[src/rtl/core/i2crm_pkg.sv]
// Shared types and constants of the I2C register master.
`default_nettype none

package i2crm_pkg;

    localparam int CFG_IDX_W = 2;

    // Configuration register indexes
    localparam logic [CFG_IDX_W-1:0] CFG_SHORT_WAIT = 2'd0;
    localparam logic [CFG_IDX_W-1:0] CFG_LONG_WAIT  = 2'd1;

    localparam logic [7:0] SHORT_WAIT_RST = 8'd1;
    localparam logic [7:0] LONG_WAIT_RST  = 8'd3;

    // Address byte bit 0: read or write flag
    localparam logic [7:0] RW_FLAG = 8'h01;

    typedef enum logic [1:0] {
        CMD_TICK  = 2'd0,
        CMD_READ  = 2'd1,
        CMD_WRITE = 2'd2,
        CMD_PROBE = 2'd3
    } cmd_t;

    // One queued beat, with the front end's classification attached
    typedef struct packed {
        logic [1:0]  cmd;
        logic [7:0]  slave_addr;
        logic [15:0] reg_addr;
        logic        wide_reg_addr;
        logic [7:0]  byte_count;
        logic [7:0]  wr_data;
        logic        sda_in;
        logic        start;      // command present
        logic        zero_fail;  // read or write with zero count
    } item_t;

endpackage

`default_nettype wire

[src/rtl/core/i2crm_if.sv]
// Channel interfaces of the I2C register master: item, result and configuration.
`default_nettype none

interface i2crm_item_if;
    logic        valid;
    logic        ready;
    logic [1:0]  cmd;
    logic [7:0]  slave_addr;
    logic [15:0] reg_addr;
    logic        wide_reg_addr;
    logic [7:0]  byte_count;
    logic [7:0]  wr_data;
    logic        sda_in;

    modport source (output valid, cmd, slave_addr, reg_addr, wide_reg_addr, byte_count,
                    wr_data, sda_in, input ready);
    modport sink   (input valid, cmd, slave_addr, reg_addr, wide_reg_addr, byte_count,
                    wr_data, sda_in, output ready);
endinterface

interface i2crm_result_if;
    logic       valid;
    logic       ready;
    logic       scl_out;
    logic       sda_out;
    logic [7:0] rd_data;
    logic       rd_valid;
    logic       data_taken;
    logic       done_res;
    logic       ack_ok;
    logic       busy_res;

    modport source (output valid, scl_out, sda_out, rd_data, rd_valid, data_taken,
                    done_res, ack_ok, busy_res, input ready);
    modport sink   (input valid, scl_out, sda_out, rd_data, rd_valid, data_taken,
                    done_res, ack_ok, busy_res, output ready);
endinterface

interface i2crm_cfg_if;
    import i2crm_pkg::*;
    logic                 valid;
    logic                 ready;
    logic [CFG_IDX_W-1:0] index;
    logic [7:0]           data;

    modport source (output valid, index, data, input ready);
    modport sink   (input valid, index, data, output ready);
endinterface

`default_nettype wire

[src/rtl/core/i2crm_front.sv]
// Front end: accept item beats, classify the command and queue them for the sequencer.
`default_nettype none

module i2crm_front (
    input  wire logic            clk,
    input  wire logic            rst_n,
    i2crm_item_if.sink           item,
    output i2crm_pkg::item_t     q_item,
    output logic                 q_valid,
    input  wire logic            q_pop
);
    import i2crm_pkg::*;

    item_t       entry_reg [2];
    logic        wr_ptr_reg, wr_ptr_next;
    logic        rd_ptr_reg, rd_ptr_next;
    logic [1:0]  count_reg, count_next;
    item_t       classified;
    logic        push;
    logic        pop;

    always_comb
    begin
        classified.cmd           = item.cmd;
        classified.slave_addr    = item.slave_addr;
        classified.reg_addr      = item.reg_addr;
        classified.wide_reg_addr = item.wide_reg_addr;
        classified.byte_count    = item.byte_count;
        classified.wr_data       = item.wr_data;
        classified.sda_in        = item.sda_in;
        classified.start         = (item.cmd != CMD_TICK);
        classified.zero_fail     = (item.cmd inside {CMD_READ, CMD_WRITE})
                                   && (item.byte_count == 8'd0);
    end

    assign item.ready = (count_reg != 2'd2);
    assign push       = item.valid && item.ready;
    assign q_valid    = (count_reg != 2'd0);
    assign pop        = q_pop && q_valid;
    assign q_item     = entry_reg[rd_ptr_reg];

    always_comb
    begin
        wr_ptr_next = push ? ~wr_ptr_reg : wr_ptr_reg;
        rd_ptr_next = pop ? ~rd_ptr_reg : rd_ptr_reg;
        count_next  = count_reg;
        if (push && !pop)
            count_next = count_reg + 2'd1;
        else if (pop && !push)
            count_next = count_reg - 2'd1;
    end

    always_ff @(posedge clk)
    begin
        if (push)
            entry_reg[wr_ptr_reg] <= classified;
    end

    always_ff @(posedge clk or negedge rst_n)
    begin
        if (!rst_n)
        begin
            wr_ptr_reg <= 1'b0;
            rd_ptr_reg <= 1'b0;
            count_reg  <= 2'd0;
        end
        else
        begin
            wr_ptr_reg <= wr_ptr_next;
            rd_ptr_reg <= rd_ptr_next;
            count_reg  <= count_next;
        end
    end

    a_count_bound: assert property (@(posedge clk) disable iff (!rst_n)
        count_reg != 2'd3)
        else $error("queue count out of range");
    a_ptr_track: assert property (@(posedge clk) disable iff (!rst_n)
        (count_reg == 2'd0 || count_reg == 2'd2) |-> (wr_ptr_reg == rd_ptr_reg))
        else $error("queue pointers disagree with count");
    a_full_stall: assert property (@(posedge clk) disable iff (!rst_n)
        (count_reg == 2'd2 && !pop) |=> (count_reg == 2'd2))
        else $error("full queue lost an entry");

endmodule

`default_nettype wire

[src/rtl/core/i2crm_seq.sv]
// Back end: bus sequencer stepped once per queued beat, with the result register.
`default_nettype none

module i2crm_seq (
    input  wire logic            clk,
    input  wire logic            rst_n,
    input  wire i2crm_pkg::item_t q_item,
    input  wire logic            q_valid,
    output logic                 q_pop,
    i2crm_cfg_if.sink            cfg,
    i2crm_result_if.source       result
);
    import i2crm_pkg::*;

    typedef enum logic [4:0] {
        PH_IDLE   = 5'd0,
        PH_ST_A   = 5'd1,
        PH_ST_B   = 5'd2,
        PH_ST_C   = 5'd3,
        PH_TX_LO  = 5'd4,
        PH_TX_HI  = 5'd5,
        PH_ACK_HI = 5'd6,
        PH_ACK_LO = 5'd7,
        PH_GAP    = 5'd8,
        PH_RX_HI  = 5'd9,
        PH_RX_LO  = 5'd10,
        PH_MA_A   = 5'd11,
        PH_MA_B   = 5'd12,
        PH_MA_C   = 5'd13,
        PH_MA_D   = 5'd14,
        PH_NK_HI  = 5'd15,
        PH_NK_LO  = 5'd16,
        PH_SP_A   = 5'd17,
        PH_SP_B   = 5'd18,
        PH_SP_C   = 5'd19
    } phase_t;

    typedef enum logic [2:0] {
        ST_SLA_W  = 3'd0,
        ST_REG_HI = 3'd1,
        ST_REG_LO = 3'd2,
        ST_SLA_R  = 3'd3,
        ST_DATA   = 3'd4
    } stage_t;

    logic [7:0]  short_wait_reg, long_wait_reg;

    phase_t      phase_reg, phase_next, go_ph;
    stage_t      stage_reg, stage_next;
    logic [2:0]  bitpos_reg, bitpos_next;
    logic [7:0]  bytes_reg, bytes_next, bytes_dec;
    logic [7:0]  delay_reg, delay_next;
    logic [7:0]  shift_reg, shift_next;
    logic        acked_reg, acked_next;
    logic [7:0]  hslave_reg, hslave_next;
    logic [15:0] hreg_reg, hreg_next;
    logic        hwide_reg, hwide_next;
    logic [1:0]  hkind_reg, hkind_next;
    logic        scl_reg, scl_next;
    logic        sda_reg, sda_next;
    logic        go;
    logic [7:0]  wait_sel;

    logic        out_valid_reg;
    logic [7:0]  res_rd_reg, res_rd_next;
    logic        res_rv_reg, res_rv_next;
    logic        res_tk_reg, res_tk_next;
    logic        res_dn_reg, res_dn_next;
    logic        res_ok_reg, res_ok_next;

    logic        step;

    assign cfg.ready = 1'b1;
    assign step      = q_valid && (!out_valid_reg || result.ready);
    assign q_pop     = step;
    assign bytes_dec = (bytes_reg != 8'd0) ? bytes_reg - 8'd1 : 8'd0;

    always_comb
    begin
        phase_next  = phase_reg;
        stage_next  = stage_reg;
        bitpos_next = bitpos_reg;
        bytes_next  = bytes_reg;
        delay_next  = delay_reg;
        shift_next  = shift_reg;
        acked_next  = acked_reg;
        hslave_next = hslave_reg;
        hreg_next   = hreg_reg;
        hwide_next  = hwide_reg;
        hkind_next  = hkind_reg;
        scl_next    = scl_reg;
        sda_next    = sda_reg;
        res_rd_next = 8'd0;
        res_rv_next = 1'b0;
        res_tk_next = 1'b0;
        res_dn_next = 1'b0;
        res_ok_next = 1'b0;
        go          = 1'b0;
        go_ph       = PH_IDLE;
        wait_sel    = short_wait_reg;

        if (phase_reg == PH_IDLE)
        begin
            if (q_item.start)
            begin
                if (q_item.zero_fail)
                    res_dn_next = 1'b1;
                else
                begin
                    hkind_next  = q_item.cmd;
                    hslave_next = q_item.slave_addr;
                    hreg_next   = q_item.reg_addr;
                    hwide_next  = q_item.wide_reg_addr;
                    bytes_next  = q_item.byte_count;
                    acked_next  = 1'b1;
                    stage_next  = ST_SLA_W;
                    go          = 1'b1;
                    go_ph       = PH_ST_A;
                end
            end
        end
        else if (delay_reg != 8'd0)
            delay_next = delay_reg - 8'd1;
        else
        begin
            case (phase_reg)
                PH_ST_A:   begin go = 1'b1; go_ph = PH_ST_B; end
                PH_ST_B:   begin go = 1'b1; go_ph = PH_ST_C; end
                PH_ST_C:
                begin
                    shift_next  = (stage_reg == ST_SLA_R) ? (hslave_reg | RW_FLAG)
                                                          : (hslave_reg & ~RW_FLAG);
                    bitpos_next = 3'd7;
                    go          = 1'b1;
                    go_ph       = PH_TX_LO;
                end
                PH_TX_LO:  begin go = 1'b1; go_ph = PH_TX_HI; end
                PH_TX_HI:
                begin
                    go = 1'b1;
                    if (bitpos_reg == 3'd0)
                        go_ph = PH_ACK_HI;
                    else
                    begin
                        bitpos_next = bitpos_reg - 3'd1;
                        go_ph       = PH_TX_LO;
                    end
                end
                PH_ACK_HI:
                begin
                    if (q_item.sda_in)
                        acked_next = 1'b0;
                    go    = 1'b1;
                    go_ph = PH_ACK_LO;
                end
                PH_ACK_LO: begin go = 1'b1; go_ph = PH_GAP; end
                PH_GAP:
                begin
                    go          = 1'b1;
                    bitpos_next = 3'd7;
                    case (stage_reg)
                        ST_SLA_W:
                        begin
                            if (hkind_reg == CMD_PROBE)
                            begin
                                bitpos_next = bitpos_reg;
                                go_ph       = PH_SP_A;
                            end
                            else if (hwide_reg)
                            begin
                                stage_next = ST_REG_HI;
                                shift_next = hreg_reg[15:8];
                                go_ph      = PH_TX_LO;
                            end
                            else
                            begin
                                stage_next = ST_REG_LO;
                                shift_next = hreg_reg[7:0];
                                go_ph      = PH_TX_LO;
                            end
                        end
                        ST_REG_HI:
                        begin
                            stage_next = ST_REG_LO;
                            shift_next = hreg_reg[7:0];
                            go_ph      = PH_TX_LO;
                        end
                        ST_REG_LO:
                        begin
                            if (hkind_reg == CMD_READ)
                            begin
                                bitpos_next = bitpos_reg;
                                stage_next  = ST_SLA_R;
                                go_ph       = PH_ST_A;
                            end
                            else
                            begin
                                stage_next  = ST_DATA;
                                res_tk_next = 1'b1;
                                shift_next  = q_item.wr_data;
                                go_ph       = PH_TX_LO;
                            end
                        end
                        ST_SLA_R:
                        begin
                            stage_next = ST_DATA;
                            shift_next = 8'd0;
                            go_ph      = PH_RX_HI;
                        end
                        default:
                        begin
                            bytes_next = bytes_dec;
                            if (hkind_reg == CMD_READ)
                            begin
                                shift_next = 8'd0;
                                go_ph      = PH_RX_HI;
                            end
                            else if (bytes_dec == 8'd0)
                            begin
                                bitpos_next = bitpos_reg;
                                go_ph       = PH_SP_A;
                            end
                            else
                            begin
                                res_tk_next = 1'b1;
                                shift_next  = q_item.wr_data;
                                go_ph       = PH_TX_LO;
                            end
                        end
                    endcase
                end
                PH_RX_HI:
                begin
                    shift_next = {shift_reg[6:0], q_item.sda_in};
                    if (bitpos_reg == 3'd0)
                    begin
                        res_rv_next = 1'b1;
                        res_rd_next = {shift_reg[6:0], q_item.sda_in};
                    end
                    go    = 1'b1;
                    go_ph = PH_RX_LO;
                end
                PH_RX_LO:
                begin
                    go = 1'b1;
                    if (bitpos_reg != 3'd0)
                    begin
                        bitpos_next = bitpos_reg - 3'd1;
                        go_ph       = PH_RX_HI;
                    end
                    else if (bytes_reg > 8'd1)
                        go_ph = PH_MA_A;
                    else
                        go_ph = PH_NK_HI;
                end
                PH_MA_A:   begin go = 1'b1; go_ph = PH_MA_B; end
                PH_MA_B:   begin go = 1'b1; go_ph = PH_MA_C; end
                PH_MA_C:   begin go = 1'b1; go_ph = PH_MA_D; end
                PH_MA_D:   begin go = 1'b1; go_ph = PH_GAP; end
                PH_NK_HI:  begin go = 1'b1; go_ph = PH_NK_LO; end
                PH_NK_LO:  begin go = 1'b1; go_ph = PH_SP_A; end
                PH_SP_A:   begin go = 1'b1; go_ph = PH_SP_B; end
                PH_SP_B:   begin go = 1'b1; go_ph = PH_SP_C; end
                PH_SP_C:
                begin
                    res_dn_next = 1'b1;
                    res_ok_next = acked_reg;
                    phase_next  = PH_IDLE;
                    bitpos_next = 3'd7;
                    delay_next  = 8'd0;
                    scl_next    = 1'b1;
                    sda_next    = 1'b1;
                end
                default:
                begin
                    phase_next  = PH_IDLE;
                    bitpos_next = 3'd7;
                    delay_next  = 8'd0;
                    scl_next    = 1'b1;
                    sda_next    = 1'b1;
                end
            endcase
        end

        // Enter a new phase: set the lines and load its wait
        if (go)
        begin
            phase_next = go_ph;
            case (go_ph)
                PH_ST_A:   begin scl_next = 1'b1; sda_next = 1'b1; end
                PH_ST_B:   sda_next = 1'b0;
                PH_ST_C:   begin scl_next = 1'b0; wait_sel = long_wait_reg; end
                PH_TX_LO:  begin scl_next = 1'b0; sda_next = shift_next[bitpos_next]; end
                PH_TX_HI:  scl_next = 1'b1;
                PH_ACK_HI: begin scl_next = 1'b1; sda_next = 1'b1; end
                PH_ACK_LO: scl_next = 1'b0;
                PH_RX_HI:  begin scl_next = 1'b1; sda_next = 1'b1; end
                PH_RX_LO:  scl_next = 1'b0;
                PH_MA_A:   begin scl_next = 1'b0; sda_next = 1'b0; end
                PH_MA_B:   begin scl_next = 1'b1; wait_sel = long_wait_reg; end
                PH_MA_C:   begin sda_next = 1'b0; wait_sel = long_wait_reg; end
                PH_MA_D:   scl_next = 1'b0;
                PH_NK_HI:  begin scl_next = 1'b1; sda_next = 1'b1; end
                PH_NK_LO:  scl_next = 1'b0;
                PH_SP_A:   sda_next = 1'b0;
                PH_SP_B:   scl_next = 1'b1;
                PH_SP_C:   sda_next = 1'b1;
                default:   ;
            endcase
            delay_next = (wait_sel == 8'd0) ? 8'd0 : wait_sel - 8'd1;
        end
    end

    always_ff @(posedge clk or negedge rst_n)
    begin
        if (!rst_n)
        begin
            short_wait_reg <= SHORT_WAIT_RST;
            long_wait_reg  <= LONG_WAIT_RST;
            phase_reg      <= PH_IDLE;
            stage_reg      <= ST_SLA_W;
            bitpos_reg     <= 3'd7;
            bytes_reg      <= 8'd0;
            delay_reg      <= 8'd0;
            shift_reg      <= 8'd0;
            acked_reg      <= 1'b1;
            hslave_reg     <= 8'd0;
            hreg_reg       <= 16'd0;
            hwide_reg      <= 1'b0;
            hkind_reg      <= 2'd0;
            scl_reg        <= 1'b1;
            sda_reg        <= 1'b1;
            out_valid_reg  <= 1'b0;
            res_rd_reg     <= 8'd0;
            res_rv_reg     <= 1'b0;
            res_tk_reg     <= 1'b0;
            res_dn_reg     <= 1'b0;
            res_ok_reg     <= 1'b0;
        end
        else
        begin
            if (cfg.valid && cfg.ready)
            begin
                if (cfg.index == CFG_SHORT_WAIT)
                    short_wait_reg <= cfg.data;
                else if (cfg.index == CFG_LONG_WAIT)
                    long_wait_reg <= cfg.data;
            end
            if (step)
            begin
                phase_reg     <= phase_next;
                stage_reg     <= stage_next;
                bitpos_reg    <= bitpos_next;
                bytes_reg     <= bytes_next;
                delay_reg     <= delay_next;
                shift_reg     <= shift_next;
                acked_reg     <= acked_next;
                hslave_reg    <= hslave_next;
                hreg_reg      <= hreg_next;
                hwide_reg     <= hwide_next;
                hkind_reg     <= hkind_next;
                scl_reg       <= scl_next;
                sda_reg       <= sda_next;
                res_rd_reg    <= res_rd_next;
                res_rv_reg    <= res_rv_next;
                res_tk_reg    <= res_tk_next;
                res_dn_reg    <= res_dn_next;
                res_ok_reg    <= res_ok_next;
                out_valid_reg <= 1'b1;
            end
            else if (result.ready)
                out_valid_reg <= 1'b0;
        end
    end

    assign result.valid      = out_valid_reg;
    assign result.scl_out    = scl_reg;
    assign result.sda_out    = sda_reg;
    assign result.rd_data    = res_rd_reg;
    assign result.rd_valid   = res_rv_reg;
    assign result.data_taken = res_tk_reg;
    assign result.done_res   = res_dn_reg;
    assign result.ack_ok     = res_ok_reg;
    assign result.busy_res   = (phase_reg != PH_IDLE);

    a_done_idle: assert property (@(posedge clk) disable iff (!rst_n)
        (out_valid_reg && res_dn_reg) |-> (phase_reg == PH_IDLE))
        else $error("done reported while still busy");
    a_ok_with_done: assert property (@(posedge clk) disable iff (!rst_n)
        res_ok_reg |-> res_dn_reg)
        else $error("ack_ok without done");
    a_idle_lines: assert property (@(posedge clk) disable iff (!rst_n)
        (phase_reg == PH_IDLE) |-> (scl_reg && sda_reg && delay_reg == 8'd0))
        else $error("bus not released while idle");
    a_rd_tk_excl: assert property (@(posedge clk) disable iff (!rst_n)
        !(res_rv_reg && res_tk_reg))
        else $error("read byte and write take on the same beat");

endmodule

`default_nettype wire

[src/rtl/core/i2c_register_master.sv]
// Top level of the I2C register master: front queue and bus sequencer.
//
//  channel  dir  beat payload
//  -------  ---  --------------------------------------------------------------
//  item     in   cmd, slave_addr, reg_addr, wide_reg_addr, byte_count, wr_data,
//                sda_in  (one beat = one bus delay tick)
//  result   out  scl_out, sda_out, rd_data, rd_valid, data_taken, done_res,
//                ack_ok, busy_res  (one beat per item beat, in order)
//  cfg      in   index, data  (0 short_wait, 1 long_wait; always ready)
//
// Throughput is one item beat per clock unless the result register is stalled; the
// sequencer advances one step per beat using only counters, so nothing else inside
// limits the rate below one per cycle. Beats pass the two-entry front queue, then
// the result register. Reset (rst_n, async low) empties the queue, idles the sequencer
// with both lines released and loads short_wait 1, long_wait 3.
// A stalled result holds in its register while the queue keeps taking beats; item
// ready drops only when both queue entries are occupied.
`default_nettype none

module i2c_register_master (
    input  wire logic clk,
    input  wire logic rst_n,
    i2crm_item_if.sink     item,
    i2crm_result_if.source result,
    i2crm_cfg_if.sink      cfg
);
    import i2crm_pkg::*;

    item_t q_item;
    logic  q_valid;
    logic  q_pop;

    // Front: take item beats, flag command start and zero-count failure, queue them
    i2crm_front u_front (
        .clk     (clk),
        .rst_n   (rst_n),
        .item    (item),
        .q_item  (q_item),
        .q_valid (q_valid),
        .q_pop   (q_pop)
    );

    // Back: step the bus sequencer once per queued beat and register the result
    i2crm_seq u_seq (
        .clk     (clk),
        .rst_n   (rst_n),
        .q_item  (q_item),
        .q_valid (q_valid),
        .q_pop   (q_pop),
        .cfg     (cfg),
        .result  (result)
    );

endmodule

`default_nettype wire
[src/flat_wrapper.sv]
// flat-port wrapper written by rule: the top's interface ports become plain ports
module i2c_register_master_flat import i2crm_pkg::*;
  (clk, rst_n, item_valid, item_cmd, item_slave_addr, item_reg_addr, item_wide_reg_addr, item_byte_count, item_wr_data, item_sda_in, item_ready, result_valid, result_scl_out, result_sda_out, result_rd_data, result_rd_valid, result_data_taken, result_done_res, result_ack_ok, result_busy_res, result_ready, cfg_valid, cfg_index, cfg_data, cfg_ready);
  i2crm_item_if item_i ();
  i2crm_result_if result_i ();
  i2crm_cfg_if cfg_i ();
  input  wire logic clk;
  input  wire logic rst_n;
  input wire logic [$bits(item_i.valid)-1:0] item_valid;
  input wire logic [$bits(item_i.cmd)-1:0] item_cmd;
  input wire logic [$bits(item_i.slave_addr)-1:0] item_slave_addr;
  input wire logic [$bits(item_i.reg_addr)-1:0] item_reg_addr;
  input wire logic [$bits(item_i.wide_reg_addr)-1:0] item_wide_reg_addr;
  input wire logic [$bits(item_i.byte_count)-1:0] item_byte_count;
  input wire logic [$bits(item_i.wr_data)-1:0] item_wr_data;
  input wire logic [$bits(item_i.sda_in)-1:0] item_sda_in;
  output wire logic [$bits(item_i.ready)-1:0] item_ready;
  output wire logic [$bits(result_i.valid)-1:0] result_valid;
  output wire logic [$bits(result_i.scl_out)-1:0] result_scl_out;
  output wire logic [$bits(result_i.sda_out)-1:0] result_sda_out;
  output wire logic [$bits(result_i.rd_data)-1:0] result_rd_data;
  output wire logic [$bits(result_i.rd_valid)-1:0] result_rd_valid;
  output wire logic [$bits(result_i.data_taken)-1:0] result_data_taken;
  output wire logic [$bits(result_i.done_res)-1:0] result_done_res;
  output wire logic [$bits(result_i.ack_ok)-1:0] result_ack_ok;
  output wire logic [$bits(result_i.busy_res)-1:0] result_busy_res;
  input wire logic [$bits(result_i.ready)-1:0] result_ready;
  input wire logic [$bits(cfg_i.valid)-1:0] cfg_valid;
  input wire logic [$bits(cfg_i.index)-1:0] cfg_index;
  input wire logic [$bits(cfg_i.data)-1:0] cfg_data;
  output wire logic [$bits(cfg_i.ready)-1:0] cfg_ready;
  assign item_i.valid = item_valid;
  assign item_i.cmd = item_cmd;
  assign item_i.slave_addr = item_slave_addr;
  assign item_i.reg_addr = item_reg_addr;
  assign item_i.wide_reg_addr = item_wide_reg_addr;
  assign item_i.byte_count = item_byte_count;
  assign item_i.wr_data = item_wr_data;
  assign item_i.sda_in = item_sda_in;
  assign item_ready = item_i.ready;
  assign result_valid = result_i.valid;
  assign result_scl_out = result_i.scl_out;
  assign result_sda_out = result_i.sda_out;
  assign result_rd_data = result_i.rd_data;
  assign result_rd_valid = result_i.rd_valid;
  assign result_data_taken = result_i.data_taken;
  assign result_done_res = result_i.done_res;
  assign result_ack_ok = result_i.ack_ok;
  assign result_busy_res = result_i.busy_res;
  assign result_i.ready = result_ready;
  assign cfg_i.valid = cfg_valid;
  assign cfg_i.index = cfg_index;
  assign cfg_i.data = cfg_data;
  assign cfg_ready = cfg_i.ready;
  i2c_register_master u_core (.clk(clk), .rst_n(rst_n), .item(item_i), .result(result_i), .cfg(cfg_i));
endmodule
[config.mk]
export PLATFORM = sky130hd
export DESIGN_NAME = i2c_register_master_flat
export DESIGN_NICKNAME = d
export VERILOG_FILES = /design/src/rtl/core/i2crm_pkg.sv /design/src/rtl/core/i2crm_if.sv /design/src/rtl/core/i2crm_front.sv /design/src/rtl/core/i2crm_seq.sv /design/src/rtl/core/i2c_register_master.sv /design/src/flat_wrapper.sv
export SDC_FILE = /design/constraint.sdc
export NUM_CORES = 1
export LEC_CHECK = 0
export BUFFER_PORTS_ARGS = -buffer_cell sky130_fd_sc_hd__buf_4
export CORE_MARGIN = 3
export CORE_UTILIZATION = 60
export CTS_CLUSTER_SIZE = 14
export DETAILED_ROUTE_END_ITERATION = 7
export GPL_TIMING_DRIVEN = 0
export PLACE_DENSITY = 0.81
export SLEW_MARGIN = 40
export SYNTH_ARGS = -nofsm -noshare
export SYNTH_HDL_FRONTEND = slang
export SYNTH_SLANG_ARGS = --single-unit
[constraint.sdc]
create_clock -name clk -period 7.9 [get_ports clk]
set_clock_uncertainty 0.15 [all_clocks]
set_input_delay 0.395 -clock clk [delete_from_list [all_inputs] [get_ports clk]]
set_output_delay 0.395 -clock clk [all_outputs]
set_load 0.02 [all_outputs]
* Yosys cells after proc, flatten, opt, wreduce, memory -nomap -nowiden
Memory sizes are Yosys's and may differ from the RTL's.
Cells that the tools add are included.
** Operators by class
- Reductions and logical operators :: 49
- Eq/ne operators :: 55
- $lt $le $gt $ge :: 2
- Multiplexer cells :: 112
- Bitwise gates (word level) :: 4
- Add/sub/neg operators :: 6
** Operators by type and width (count)
- $mux W8 :: 25
- $pmux W5 S17 :: 1
- $eq A5 B4 Y1 const B :: 15
- $mux W3 :: 18
- $mux W1 :: 45
- $mux W5 :: 9
- $eq A5 B3 Y1 const B :: 8
- $eq A5 B5 Y1 const B :: 8
- $pmux W8 S4 :: 1
- $logic_not A8 Y1 :: 3
- $pmux W3 S4 :: 2
- $pmux W8 S3 :: 1
- $sub A8 B1 Y8 const B :: 3
- $eq A5 B2 Y1 const B :: 4
- $pmux W5 S4 :: 1
- $reduce_or A18 Y1 :: 1
- $reduce_bool A2 Y1 :: 8
- $reduce_bool A8 Y1 :: 2
- $reduce_or A14 Y1 :: 1
- $reduce_or A7 Y1 :: 2
- $reduce_and A6 Y1 :: 2
- $eq A5 B1 Y1 const B :: 2
- $ne A2 B2 Y1 const B :: 5
- $reduce_bool A5 Y1 :: 2
- 33 further kinds :: 59
** Storage, ports and cells
- Input bits :: 59
- Memory bits (writable) :: 92
- Output and inout port bits :: 18
- Flip-flop bits (word level) :: 98
- Memories kept :: 1
- Logic and storage cells :: 253
** Memories
- u_core.u_front.entry_reg :: words 2, bits a word 46, read ports 1, clocked after memory_dff 0, write ports 1, RTL line i2crm_front.sv:14 : item_t entry_reg [2];

* Longest topological paths before layout
- Word-level depth :: 16
- Gate-level depth with buffers :: 21
- Mapped depth without buffers :: 18

* Hierarchy
Synthesis repeated with hierarchy kept, for this count alone.
** Unflattened totals
- Cell total of the unflattened synthesis :: 847
- Area, all modules :: 9873.2 um^2
** Modules (own cells, without submodules)
- i2crm_seq :: times used 1, cells each 679, area each 6192.2 um^2
- i2crm_front :: times used 1, cells each 168, area each 3681.0 um^2

* Worst setup path before layout
Ideal clock, no wire load.
- Path type :: register -> register
- From :: register u_core.u_seq.bytes_reg[0]
- To :: register u_core.u_seq.delay_reg[3]
- Period minus slack after synthesis :: 4.549 ns
- Data arrival time :: 4.273 ns
- Library setup time :: 0.126 ns
- Path slack :: 3.351 ns
- Cell stages (with the launch flop) :: 19
- Path buffers :: 1
- Cells stage by stage :: dfrtp_1 -> inv_1 -> ha_1 -> or3b_1 -> or4_1 -> o211ai_2 -> a31oi_1 -> o311a_1 -> nor4b_1 -> o21a_2 -> buf_6 -> mux2_4 -> inv_1 -> ha_1 -> nor3b_1 -> a21oi_1 -> mux2i_2 -> a2111oi_2 -> a221o_1
** Between the ends
- Cells in the longest elaborated chain, start to end :: 16
- Elaborated cells between the ends (all ways) :: 23
** RTL lines
- from (decl) :: RTL line i2crm_seq.sv:51 : logic [7:0] bytes_reg, bytes_next, bytes_dec;
- from (signal assigned) :: RTL line i2crm_seq.sv:354 : bytes_reg <= bytes_next;
- $sub A8 B1 Y8 or $reduce_bool A8 Y1 (tied branches) :: RTL line i2crm_seq.sv:76 : assign bytes_dec = (bytes_reg != 8'd0) ? bytes_reg - 8'd1 : 8'd0;
- $mux W8 :: RTL line i2crm_seq.sv:76
- $logic_not A8 Y1 :: RTL line i2crm_seq.sv:218 : else if (bytes_dec == 8'd0)
- $mux W5 :: RTL line i2crm_seq.sv:218
- $mux W5 :: RTL line i2crm_seq.sv:213 : if (hkind_reg == CMD_READ)
- $pmux W5 S4 :: RTL line i2crm_seq.sv:161 : case (stage_reg)
- $pmux W5 S17 (*) :: RTL line i2crm_seq.sv:126 : case (phase_reg)
- $mux W5 (*) :: RTL line i2crm_seq.sv:122 : else if (delay_reg != 8'd0)
- $mux W5 (*) :: RTL line i2crm_seq.sv:102 : if (phase_reg == PH_IDLE)
- $eq A5 B4 Y1 or $eq A5 B2 Y1 (tied branches) :: RTL line i2crm_seq.sv:289 : case (go_ph)
- $reduce_or A3 Y1 (no source line) (*)
- $mux W8 (*) :: RTL line i2crm_seq.sv:289
- $mux W8 (*) :: RTL line i2crm_seq.sv:286 : if (go)
- $sub A8 B1 Y8 or $logic_not A8 Y1 (tied branches) :: RTL line i2crm_seq.sv:310 : delay_next = (wait_sel == 8'd0) ? 8'd0 : wait_sel - 8'd1;
- $mux W8 (*) :: RTL line i2crm_seq.sv:310
- $mux W8 (*) :: RTL line i2crm_seq.sv:286
- to (signal assigned) :: RTL line i2crm_seq.sv:355 : delay_reg <= delay_next;
- to (decl) :: RTL line i2crm_seq.sv:52 : logic [7:0] delay_reg, delay_next;
Every way passes the cells marked *; elsewhere a longest branch is shown, timed or not. The select of a mux whose other input is x is not followed.
A chain may end at the register's enable or synchronous reset.

* Final worst setup path
- From :: register u_core.u_seq.bytes_reg[0]
- To :: register u_core.u_seq.delay_reg[0]
The elaborated chain is that of the path after synthesis.

==> key figures <==
Synth
  – Yosys warning count: 0
  – Number of flops mapped to enable cells by yosys: 90
  – Top cell type's share of synthesized area: 28.5%
  – FF+latch count, synth: 187
  – Seq/Total Area, Yosys: 54.2%
  – Synthesized Nets: 942
  – Synth area leaders: edfxtp_1 28%, dfrtp_1 23%, mux2i_1 4.4%
  – Syn Std Cell Area: 9490 sq um
  – Mapped Cells: 874
  – Main synth FF type: edfxtp_1
  – Async S/R FF share, synth: 51.9%
  – Post-synthesis cell type count: 81
  – Most instantiated cells after synthesis: 90 x edfxtp_1, 88 x dfrtp_1, 84 x nand2_1, 78 x o21ai_0, 55 x nor2_1
  – Syn_area_per_cell: 10.9 sq um
  – Most common cell in the netlist: edfxtp_1
  – Synth area leader: edfxtp_1

Finish
  – Largest register FFs: 90
  – Share of cells above drive strength 1: 17.6%
  – Layout area overhead: 20.6%
  – N_diodes: 0
  – # nets final: 1,083

Clock tree
  – TritonCTS clock tree: done
  – Clock slew at reported path FFs: 0.08 ns
  – CTS buffer count: 17
  – Clk sink count: 187
  – CTS root buf: clkbuf_16
  – Setup Fix Bufs, Post-CTS: 0
  – H-tree depth: 4
  – Clk_lat worst skew: 0.44 ns
  – Clk buf depth: 2

Placed design
  – IO Port Bufs: 74
  – Dpl hpwl: 16.5 mm
  – Dpl ws: 2.64 ns
  – RD Place Congestion: 0.957

Floorplan
  – Starting Density: 62.0%
  – FP Rows: 45
  – Die Y: 132 microns
  – Core footprint: 15,300 sq um
  – IO Pins: 77
  – Die width: 132 microns
  – Die area: 17,400 sq um

Detailed routing
  – Routed len/inst: 19.5 microns
  – ANT nets after route: 0
  – Vias per cell: 6.23
  – Vias: 7,720
  – Remaining DRCs: 0
  – Starting DRC count in detailed routing: 824
  – Total routed wirelength: 24.2 mm
  – First-pass detailed-route iteration total: 6

Job
  – Max-Cap Viols: 0

Timing
  – Final WS setup: 2.50 ns
  – Relative slew margins: 41.8%
  – Final hold slack: 0.00920 ns
  – Setup TNS Final: 0 ns
  – Slew @ Worst Pin: 0.873 ns
  – Slew Limit Fails: 0
  – Finish-stage setup viols: 0
  – RSZ-0062 raised after global routing: no
  – Final worst-path cycle share: 68.3%
  – Final Hold Fails: 0
  – Peak Freq: 185 MHz
  – Fin crit period: 5.40 ns

Global routing
  – First-pass GRT wire length: 39.0 mm
  – Total grt overflow: 0
  – Largest net degree at the start of global routing: 98
  – GRT Util Overall: 28.1%
  – Vias in the first global route: 7,532
  – Initial antenna violation count: 0

Setup path
  – RR Startpoint: u_core.u_seq.bytes_reg[0]
  – Crit path cell chain: inv_1 > ha_1 > or3b_1 > or4_1 > o211ai_2 > a31oi_1 > o311a_1 > nor4b_1 > o21a_2 > buf_6 > mux2_4 > inv_1 > ha_1 > nor3b_1 > a21oi_1 > mux2i_2 > o221ai_1 > a21boi_2
  – Worst EP required: 8.06 ns
  – CP startpoint kind: flop
  – CP Data Arrival Time: 5.56 ns
  – Buffers plus inverters on the worst setup path: 3
  – Largest fanout on the critical path: 10
  – CP Capture Type: flop
  – Crit-path leading delay family: simple AND/OR/NAND/NOR gates
  – Worst path max stage delay: 0.50 ns
  – Worst setup path startpoint: u_core.u_seq.bytes_reg[0]
  – CP Class: reg -> reg
  – Slowest cell on the critical path: or4_1

Pwr
  – Cell Pwr Density: 336 nW/um^2
  – Maximum vdd drop: 0.219 mV
  – Design Power: 3.85 mW
  – Pleak: 4.50 nW

Worst hold path
  – Worst min-delay path startpoint: item_byte_count[4]
  – Hold Crit Class: in -> reg

Status
  – Status: finished clean
-- path summary, 6_finish.rpt --
kind | cells after the start | slack [ns] | to
worst max register to register | 18 | 2.50 | u_core.u_seq.delay_reg[0]
max in group asynchronous | 2 | 6.64 | u_core.u_seq.hreg_reg[12]
worst min register to register | 2 | 0.33 | u_core.u_seq.result.done_res
min in group asynchronous | 2 | 0.40 | u_core.u_seq.bytes_reg[5]
worst min-delay path | 1 | 0.009 | u_core.u_front.entry_reg[1][15]
worst max-delay path | 18 | 2.50 | u_core.u_seq.delay_reg[0]
-- cell usage in the layout (no fill, tap or decap), types with 13 or more instances in the layout --
cell / n
edfxtp_1: 90
dfrtp_1: 88
nand2_1: 84
o21ai_0: 78
buf_4: 74
nor2_1: 54
a21oi_1: 45
clkbuf_1: 43
dlygate4sd3_1: 43
mux2i_1: 42
mux2_2: 32
inv_1: 27
clkbuf_16: 17
nor3_1: 15
nand2b_1: 14
nor4_1: 13
-- cells by family (layout without fill, tap and decap cells) --
kind of cell / Yosys count / in the layout / synth area share (%)
DFF: 187 / 187 / 54.2
xor gates and xnor gates: 19 / 19 / 1.75
other: 1 / 1 / 0.0395
muxes: 76 / 76 / 8.53
adders and majority gates: 9 / 9 / 1.19
buffers and inverters: 76 / 230 / 3.15
and+or+nand+nor: 261 / 261 / 13.9
AOI/OAI and AO/OA: 245 / 245 / 17.3
-- stage by stage --
stage,cell area (sq um),util (%),cells
floorplan,9490,-,874
global placement,10300,67.3,1159
detailed placement,10400,68.2,1164
CTS,11400,74.7,1239
global route,11400,74.7,1239
finish,11400,74.7,1239
-- cell type report --
class	count	area, sq um
clock inverter	14	134
buffer	49	198
timing repair buffer	122	1080
tap	211	264
multi-input combinational	611	4100
sequential	187	5140
clock buffer	18	429
fill	1071	3870
inverter	27	101
-- metal layers --
layer	GRT usage [%]	vias to the layer above	share of wire [%]
met1	37.3	3726	41
li1	-	3577	-
met2	45.7	344	49
met4	11.7	0	3.5
met3	5.31	73	6.5
met5	0	-	0
-- power by group --
| part | internal, mW | switching (mW) | leakage, nW |
|---|---|---|---|
| sequential | 1.32 | 0.185 | 2.05 |
| combinational | 0.588 | 0.943 | 2.18 |
| clock | 0.416 | 0.403 | 0.270 |
-- what timing repair did --
action	in CTS	in global routing
endpoints found under the hold margin	172	0
gates resized for setup	0	0
hold buffers	43	0
(Power assumes the default switching activity.)
